[src/rtl/crdq_pkg.sv]
// crdq_pkg: request codes and shared types for the character ring deque.
// No dependencies; used by char_ring_deque_with_unget_core.
package crdq_pkg;

  typedef logic [2:0] req_t;

  localparam req_t REQ_CLEAR  = 3'd0;
  localparam req_t REQ_APPEND = 3'd1;
  localparam req_t REQ_DELETE = 3'd2;
  localparam req_t REQ_TAKE   = 3'd3;
  localparam req_t REQ_UNGET  = 3'd4;

  // status of one item waiting in the output stage
  typedef struct packed {
    logic take_ok;
    logic ok;
    logic is_empty;
    logic is_full;
  } stage_t;

endpackage

[src/rtl/crdq_ram.sv]
// crdq_ram: generic single-write, single-read RAM with registered read data.
// No dependencies.
module crdq_ram #(
  parameter int WIDTH = 8,
  parameter int DEPTH = 64
) (
  input  logic                     clk,
  input  logic                     we,
  input  logic [$clog2(DEPTH)-1:0] waddr,
  input  logic [WIDTH-1:0]         wdata,
  input  logic                     re,
  input  logic [$clog2(DEPTH)-1:0] raddr,
  output logic [WIDTH-1:0]         rdata
);

  logic [WIDTH-1:0] mem [DEPTH];

  always_ff @(posedge clk) begin
    if (we) begin
      mem[waddr] <= wdata;
    end
    if (re) begin
      rdata <= mem[raddr];
    end
  end

endmodule

[src/rtl/char_ring_deque_with_unget_core.sv]
// char_ring_deque_with_unget_core: byte ring buffer with append, delete, take and unget.
// Depends on crdq_pkg and crdq_ram.
//
// A byte ring of DEPTH slots holding at most DEPTH-1 bytes. Each request item
// yields one result item in the cycle after acceptance; one request can be
// taken every cycle while out_ready keeps the output stage free (a take reads the
// slot in the accepting cycle and the RAM returns it the cycle after). The
// pointers live in flip-flops, the bytes in the RAM. Append on a full buffer,
// unget on a full buffer, delete or take on an empty buffer and unused request
// codes are refused (ok low, nothing changes). Clear resets both pointers and
// leaves the slot contents alone. Every result carries the empty and full
// flags as they stand after its request. No clearing pass is needed after reset.
module char_ring_deque_with_unget_core #(
  parameter int DEPTH = 64
) (
  input  logic       clk,
  input  logic       rst_n,
  input  logic       in_valid,
  output logic       in_ready,
  input  logic [2:0] in_req_type,
  input  logic [7:0] in_char_in,
  output logic       out_valid,
  input  logic       out_ready,
  output logic [7:0] out_char_out,
  output logic       out_ok,
  output logic       out_is_empty,
  output logic       out_is_full
);

  localparam int AW = $clog2(DEPTH);
  localparam logic [AW-1:0] LAST = AW'(DEPTH - 1);

  function automatic logic [AW-1:0] ring_next(input logic [AW-1:0] p);
    ring_next = (p == LAST) ? '0 : p + 1'b1;
  endfunction

  function automatic logic [AW-1:0] ring_prev(input logic [AW-1:0] p);
    ring_prev = (p == '0) ? LAST : p - 1'b1;
  endfunction

  // pointers: wr names the newest byte, rd the free slot before the oldest
  logic [AW-1:0] wr_ptr_r, wr_ptr_nxt;
  logic [AW-1:0] rd_ptr_r, rd_ptr_nxt;

  // output stage
  logic            stg_valid_r, stg_valid_nxt;
  crdq_pkg::stage_t stg_r, stg_nxt;

  logic       accept;
  logic       empty_now, full_now;
  logic       ok;
  logic       take_ok;
  logic       ram_we;
  logic [AW-1:0] ram_waddr;
  logic       ram_re;
  logic [AW-1:0] ram_raddr;
  logic [7:0] ram_rdata;

  // hold off while in reset so nothing slips in unnoticed
  assign in_ready = rst_n & (~stg_valid_r | out_ready);
  assign accept   = in_valid & in_ready;

  assign empty_now = (wr_ptr_r == rd_ptr_r);
  assign full_now  = (ring_next(wr_ptr_r) == rd_ptr_r);

  always_comb begin
    wr_ptr_nxt = wr_ptr_r;
    rd_ptr_nxt = rd_ptr_r;
    ok         = 1'b0;
    take_ok    = 1'b0;
    ram_we     = 1'b0;
    ram_waddr  = ring_next(wr_ptr_r);
    ram_raddr  = ring_next(rd_ptr_r);
    unique case (in_req_type)
      crdq_pkg::REQ_CLEAR: begin
        wr_ptr_nxt = '0;
        rd_ptr_nxt = '0;
        ok         = 1'b1;
      end
      crdq_pkg::REQ_APPEND: begin
        if (!full_now) begin
          wr_ptr_nxt = ring_next(wr_ptr_r);
          ram_we     = 1'b1;
          ok         = 1'b1;
        end
      end
      crdq_pkg::REQ_DELETE: begin
        if (!empty_now) begin
          wr_ptr_nxt = ring_prev(wr_ptr_r);
          ok         = 1'b1;
        end
      end
      crdq_pkg::REQ_TAKE: begin
        if (!empty_now) begin
          rd_ptr_nxt = ring_next(rd_ptr_r);
          take_ok    = 1'b1;
          ok         = 1'b1;
        end
      end
      crdq_pkg::REQ_UNGET: begin
        if (!full_now) begin
          // byte goes into the free slot, which then moves back one
          ram_waddr  = rd_ptr_r;
          rd_ptr_nxt = ring_prev(rd_ptr_r);
          ram_we     = 1'b1;
          ok         = 1'b1;
        end
      end
      default: begin
        ok = 1'b0;
      end
    endcase
  end

  // read only on a taken byte so the RAM output holds while the result stalls
  assign ram_re = accept & take_ok;

  crdq_ram #(
    .WIDTH(8),
    .DEPTH(DEPTH)
  ) u_slots (
    .clk  (clk),
    .we   (accept & ram_we),
    .waddr(ram_waddr),
    .wdata(in_char_in),
    .re   (ram_re),
    .raddr(ram_raddr),
    .rdata(ram_rdata)
  );

  always_comb begin
    stg_valid_nxt = stg_valid_r;
    stg_nxt       = stg_r;
    if (stg_valid_r && out_ready) begin
      stg_valid_nxt = 1'b0;
    end
    if (accept) begin
      stg_valid_nxt    = 1'b1;
      stg_nxt.take_ok  = take_ok;
      stg_nxt.ok       = ok;
      stg_nxt.is_empty = (wr_ptr_nxt == rd_ptr_nxt);
      stg_nxt.is_full  = (ring_next(wr_ptr_nxt) == rd_ptr_nxt);
    end
  end

  always_ff @(posedge clk) begin
    if (!rst_n) begin
      wr_ptr_r    <= '0;
      rd_ptr_r    <= '0;
      stg_valid_r <= 1'b0;
    end else begin
      if (accept) begin
        wr_ptr_r <= wr_ptr_nxt;
        rd_ptr_r <= rd_ptr_nxt;
      end
      stg_valid_r <= stg_valid_nxt;
    end
  end

  always_ff @(posedge clk) begin
    stg_r <= stg_nxt;
  end

  assign out_valid    = stg_valid_r;
  assign out_char_out = stg_r.take_ok ? ram_rdata : 8'd0;
  assign out_ok       = stg_r.ok;
  assign out_is_empty = stg_r.is_empty;
  assign out_is_full  = stg_r.is_full;

  // empty and full can never both be reported
  a_flags_excl: assert property (@(posedge clk) disable iff (!rst_n)
    out_valid |-> !(out_is_empty && out_is_full))
    else $error("empty and full reported together");

  // a take on an empty buffer is refused and stays empty
  a_take_empty: assert property (@(posedge clk) disable iff (!rst_n)
    (accept && in_req_type == crdq_pkg::REQ_TAKE && empty_now)
      |=> (out_valid && !out_ok && out_is_empty && out_char_out == 8'd0))
    else $error("take on empty buffer not refused");

  // clear always succeeds and leaves the buffer empty
  a_clear: assert property (@(posedge clk) disable iff (!rst_n)
    (accept && in_req_type == crdq_pkg::REQ_CLEAR)
      |=> (out_valid && out_ok && out_is_empty))
    else $error("clear did not empty the buffer");

  // a stalled result keeps its pointers' view: no item slips past it
  a_stall_hold: assert property (@(posedge clk) disable iff (!rst_n)
    (out_valid && !out_ready) |=> (out_valid && $stable(wr_ptr_r) && $stable(rd_ptr_r)))
    else $error("state moved while result stalled");

endmodule
[config.mk]
export PLATFORM = sky130hd
export DESIGN_NAME = char_ring_deque_with_unget_core
export DESIGN_NICKNAME = d
export VERILOG_FILES = /design/src/rtl/crdq_pkg.sv /design/src/rtl/crdq_ram.sv /design/src/rtl/char_ring_deque_with_unget_core.sv
export SDC_FILE = /design/constraint.sdc
export NUM_CORES = 1
export LEC_CHECK = 0
export BUFFER_PORTS_ARGS = -buffer_cell sky130_fd_sc_hd__buf_4
export CELL_PAD_IN_SITES_DETAIL_PLACEMENT = 0
export CELL_PAD_IN_SITES_GLOBAL_PLACEMENT = 2
export CORE_AREA = 2 2 180 315
export CTS_CLUSTER_DIAMETER = 40
export DETAILED_ROUTE_END_ITERATION = 10
export DIE_AREA = 0 0 182 317
export PLACE_DENSITY_LB_ADDON = 0.1
export SLEW_MARGIN = 20
export SYNTH_ARGS = -nofsm -noshare
export SYNTH_HDL_FRONTEND = slang
export SYNTH_HIERARCHICAL = 1
export SYNTH_SLANG_ARGS = --single-unit
[constraint.sdc]
create_clock -name clk -period 5.01 [get_ports clk]
set_input_delay 0.2505 -clock clk [delete_from_list [all_inputs] [get_ports clk]]
set_output_delay 0.2505 -clock clk [all_outputs]
set_load 0.1 [all_outputs]
# Word level (Yosys, flattened, before mapping)
# Memory sizes are Yosys's and may differ from the RTL's. A register that Yosys moved wholly into a read port is not among the register bits.
# Cells that the tools add are included.
# Widths: inputs -> output; s select.
[word_totals]
out_inout_bits = 13
ramBits = 512
ff_bits = 17
inputBits = 15
memories = 1
[memory_table]
columns = ["name", "words", "width", "rd", "rd_clocked_by_memory_dff", "wr", "line", "rtl"]
rows = [
  ["u_slots.mem", 64, 8, 1, 1, 1, "crdq_ram.sv:16", "logic [WIDTH-1:0] mem [DEPTH];"],
]
[classes]
addsub = 5
bitwise_logic = 6
mux = 23
reduce_logical = 7
n_eq_ne = 11
[op_table]
columns = ["operator", "count"]
rows = [
  ["$mux 6", 11],
  ["$pmux 6 s3", 2],
  ["$eq 6x6->1", 4],
  ["$add 6x1->6 const B", 3],
  ["$eq 6x6->1 const B", 3],
  ["$logic_not 6->1", 2],
  ["$sub 6x1->6 const B", 2],
  ["$mux 1", 8],
  ["$mux 8", 1],
  ["$eq 3x2->1 const B", 2],
  ["$and 1x1->1", 4],
  ["$reduce_or 2->1", 2],
  ["$eq 3x1->1 const B", 1],
  ["$eq 3x3->1 const B", 1],
  ["$logic_not 3->1", 1],
  ["$pmux 1 s3", 1],
  ["$reduce_bool 2->1", 1],
  ["$logic_and 1x1->1", 1],
  ["$not 1->1", 1],
  ["$or 1x1->1", 1],
]

# Depth between registers and ports, before layout
[depth]
ltp_word = 8
mapped_depth = 16

# Modules after synthesis
# The synthesis kept the hierarchy.
[by_module_without_submodules]
columns = ["module", "area_each_um2", "n_inst", "seq_area_each_um2", "cells_each"]
rows = [
  ["crdq_ram", 20246.9, 1, 15615.0, 940],
  ["char_ring_deque_with_unget_core", 2180.8, 1, 380.4, 299],
]

# Worst setup path before layout
# Ideal clock, no wire load.
[synth_timing]
kind = "register to register"
start = "register stg_valid_r, in the netlist out_valid"
end = "memory u_slots.mem[62][0], enable pin"
slack_ps = 1121
synth_period_minus_slack_ps = 3889
path_stages_with_launch = 9
setup_time_ps = 370
path_buffers = 1
arrival_ps = 3519
path_cell_list = "dfxtp_1 > nand2b_1 > and2_1 > nand2_1 > clkbuf_1 > a211oi_1 > nor2b_1 > nand3_1 > nor2_1"
[synth_between]
elab_chain_len = 7
[synth_lines]
columns = ["element", "line", "rtl"]
rows = [
  ["start, declared", "char_ring_deque_with_unget_core.sv:46", "logic stg_valid_r, stg_valid_nxt;"],
  ["start signal, assigned", "char_ring_deque_with_unget_core.sv:156", "stg_valid_r <= stg_valid_nxt;"],
  ["$not 1->1", "char_ring_deque_with_unget_core.sv:60", "assign in_ready = rst_n & (~stg_valid_r | out_ready);"],
  ["$or 1x1->1", "char_ring_deque_with_unget_core.sv:60", ""],
  ["$and 1x1->1", "char_ring_deque_with_unget_core.sv:60", ""],
  ["named net in_ready", "char_ring_deque_with_unget_core.sv:19", "output logic in_ready,"],
  ["$and 1x1->1", "char_ring_deque_with_unget_core.sv:61", "assign accept = in_valid & in_ready;"],
  ["$and 1x1->1", "char_ring_deque_with_unget_core.sv:123", ".we (accept & ram_we),"],
  ["$mux 1", "crdq_ram.sv:19", "if (we) begin"],
  ["$mux 1 (implied by the code)", "crdq_ram.sv:20", "mem[waddr] <= wdata;"],
  ["end, declared", "crdq_ram.sv:16", ""],
]
# The timed path passes the listed nets, and every way through them passes these cells.

# Final worst setup path
[layout_timing]
start = "register wr_ptr_r[1]"
end = "memory u_slots.mem[16][2], enable pin"
[layout_between]
elab_cells_between_ends = 11
classes_between = "add/sub: 1; eq/ne: 2; mux: 7; bitwise: 1"
[layout_lines]
columns = ["element", "line", "rtl"]
rows = [
  ["start, declared", "char_ring_deque_with_unget_core.sv:42", "logic [AW-1:0] wr_ptr_r, wr_ptr_nxt;"],
  ["start signal, assigned", "char_ring_deque_with_unget_core.sv:153", "wr_ptr_r <= wr_ptr_nxt;"],
  ["$add 6x1->6 or $eq 6x6->1 (tied branches)", "char_ring_deque_with_unget_core.sv:34", "ring_next = (p == LAST) ? '0 : p + 1'b1;"],
  ["$mux 6 *", "char_ring_deque_with_unget_core.sv:34", ""],
  ["$eq 6x6->1", "char_ring_deque_with_unget_core.sv:64", "assign full_now = (ring_next(wr_ptr_r) == rd_ptr_r);"],
  ["$mux 6", "char_ring_deque_with_unget_core.sv:101", "if (!full_now) begin"],
  ["$mux 6 *", "char_ring_deque_with_unget_core.sv:74", "unique case (in_req_type)"],
  ["named net ram_waddr[1]", "char_ring_deque_with_unget_core.sv:54", "logic [AW-1:0] ram_waddr;"],
]
# The timed path passes the listed nets; every way through them passes the cells marked *.

==> reports/metrics.cfg <==
[detailed_routing]
routed_wl_mm=62.16
drt_iter0_drc=1048
antenna_violating_nets_post_route=0
drc=0
firstDrtPassIters=5
wl_per_cell_um=29.42
via_count=12110
route.detailed.vias_per_inst=5.733

[pwr]
power_frac_comb_pct=10.9
total_power_uw=10220
irDropWorstVdd_mv=0.2848
power.share.switching_pct=25.11
leakage_uw=0.008320
pwr_density_cell_mw_per_mm2=394.1
power.share.clock_pct=40.4
power_frac_seq_pct=48.7
power_switching_uw=2565
p_int_uw=7651

[clock_tree]
cts_root_buffer=clkbuf_16
clk_path_buf_depth=3
clk_latency_ns=0.63
cts_sinks=537
cts_buffers=56
tritoncts=yes
cts_max_level=2
clk_pin_slew_ns=0.06

[floorplan]
dieWidth_um=182
core_mm2=0.05506
fp.dieH_um=317
fp-row-count=114
start_util_pct=40.73
fp.dieArea_mm2=0.05769
ios=28

[critical_path]
worst_path_most_repeated_cell=nor2_1
cp-start-kind=flip-flop
critPathSlowestCell=nor2_1
critPathRequiredTime_ns=5.26
worstSetupEndpointType=flip-flop
path_cells=ha_1, and3_4, nand3_4, o21ai_0, a21oi_4, a21oi_1, mux2_2, nor2_1, nand2_1, buf_4, nor2_1
worstSetupPathType=reg -> reg
cp_slowest_stage_delay_ns=0.85
arrival_ns=4.79
worst-path-max-fanout=11

[synth]
async_flop_share_pct=0
yosysWarnings=6
synth_edf_count=524
syn_inst=1239
ys_seq_area_share_pct=71.32
ys_ff_latch=537
synth-main-ff-cell=edfxtp_1
avgSynthCellArea_um2=18.10
synth.distinct_cells=77
syn_area_mm2=0.02243
syn_nets=1259

[grt]
antenna_found_initial=0
grt_start_max_net_pins=65
grt_pass1_vias=12690
grt_usage_pct=21.93
grt-ovfl-total=0
grt_pass1_wl_mm=89.72

[timing]
fmax_ghz=0.2202
slew_viol_final=0
whs_ns=0.06986
fin_ws_ns=0.4690
finalHoldViolCount=0
setup_tns_ns=0
finalCritPeriodShare_pct=90.64
rsz0062_at_grt=no
min_period_ns=4.541
worst_pin_slew_ns=1.118
finalSetupViolations=0
slew_headroom_pct=25.18
fin_skew_ns=0.03013

[placement]
gp_congestion=0.8950
dp_slack_ns=0.5009
port_buffers=27
dpl.hpwl_mm=41.03

[status]
status=finished clean

[finish]
areaGrowthSynthToFinish_pct=15.58
fin_util_pct=47.08
nNetsFinal=1391
fill_cells=4758
drive_gt1_share_pct=28.20

[hold_path]
hp-class=in -> reg

[job]
maxCapViolCount=0

## path summary, 6_finish.rpt
check,startpoint,endpoint,slack (ns),cells past startpoint
worst min-delay path,in_req_type[1],out_ok,0.07,3
worst min register to register,wr_ptr_r[1],wr_ptr_r[1],0.59,2
worst max-delay path,wr_ptr_r[1],u_slots/mem[16][2],0.47,11
worst max register to register,wr_ptr_r[1],u_slots/mem[16][2],0.47,11
## per-stage QoR
stage / area [um^2] / cells
detailed placement: 24050 / 2006
floorplan: 22430 / 1239
global route: 25920 / 2111
global placement: 24050 / 2006
finish: 25920 / 2113
CTS: 25920 / 2111
## cells by family after synthesis
kind of cell	share of synthesized area, %
adders and majority gates	0.3236
xor gates and xnor gates	1.010
muxes	14.61
DFF	71.32
and+or+nand+nor	5.824
buffers and inverters	2.131
AOI/OAI and AO/OA	4.781
## cell usage in the layout, fill, tap and decap left out, drive strengths merged, types with 5 or more instances in the layout
cell,synthesis,final
a221oi,7,7
o22ai,8,8
nand2b,10,10
mux4,126,126
mux2,15,15
inv,10,22
edfxtp,524,524
o21ai,28,28
xor2,13,13
nor2b,15,15
nand3b,7,7
mux2i,27,27
dfxtp,13,13
clkinvlp,0,7
and2,13,13
a21oi,26,26
a211oi,9,9
o21a,6,6
clkinv,0,20
clkbuf,30,60
nand3,33,33
nor2,98,98
nand2,57,57
a21o,6,6
xnor2,12,12
o221ai,8,8
buf,43,144
a31oi,11,11
nor3,14,14
ha,5,5
## flip-flops by register name, indices dropped and copies added, names as in the netlist
| signal | flops |
|---|---|
| rd_ptr_r | 6 |
| out_is_full | 1 |
| u_slots/rdata | 8 |
| out_ok | 1 |
| u_slots/mem | 512 |
| stg_r | 1 |
| out_is_empty | 1 |
| out_valid | 1 |
| wr_ptr_r | 6 |
## power groups by stage
stage	logic, uW	registers (uW)	clock network (uW)
2_1_floorplan	695	5080	0
3_3_place_gp	1130	5070	0
3_5_place_dp	1130	5070	0
4_1_cts	1130	4970	4230
5_1_grt	1190	4970	4390
6_report	1110	4970	4130
## worst max-delay path: cells and delay by family (launching register included)
kind	cells	cell delay, ns
and+or+nand+nor	5	1.49
DFF	1	0.48
adders and majority gates	1	0.34
AOI/OAI and AO/OA	3	1.14
buffers and inverters	1	0.19
muxes	1	0.51
## cell usage after synthesis (8+ instances only)
cell      number  area share [%]
xnor2_1       11            0.43
clkbuf_1      30            0.50
nand3_1       31            0.69
inv_1          9            0.15
mux4_2       126              13
o22ai_1        8            0.22
nor2_1        98             1.6
a21oi_1       25            0.56
o221ai_1       8            0.31
buf_4         15            0.50
nand2_1       57            0.95
mux2i_1       27             1.2
buf_6          8            0.40
dfxtp_1       13             1.2
and2_1        13            0.36
o21ai_0       25            0.56
nand2b_1      10            0.28
xor2_1        13            0.51
nor2b_1       15            0.42
a211oi_1       8            0.27
buf_2         14            0.31
a31oi_1       11            0.31
nor3_1        14            0.31
mux2_2        15            0.75
edfxtp_1     524              70
## final cells by class
class	instances	area, um^2	area share, %
flip-flops and latches	537	16000	61.71
multi-input cells	619	6016	23.21
clock buffers	60	1438	5.546
repair buffers	147	1161	4.479
well taps	696	870.8	3.360
clock inverters	42	397.9	1.535
inverters	10	37.54	0.1448
diodes	2	5.005	0.01931
## timing repair
item	4_1_cts	5_1_grt
gates resized for setup	0	0
endpoints found under the setup margin	0	0
hold buffers	3	0
hold endpoints to repair	4	0
setup buffers	0	0
## per-layer routing
layer | GRT usage [%] | part of all wire [%]
met1 | 24.77 | 37
met2 | 42.12 | 56
met3 | 2.623 | 3.1
met4 | 8.339 | 3.7
met5 | 0 | 0
Power figures use the tool's default switching activity.
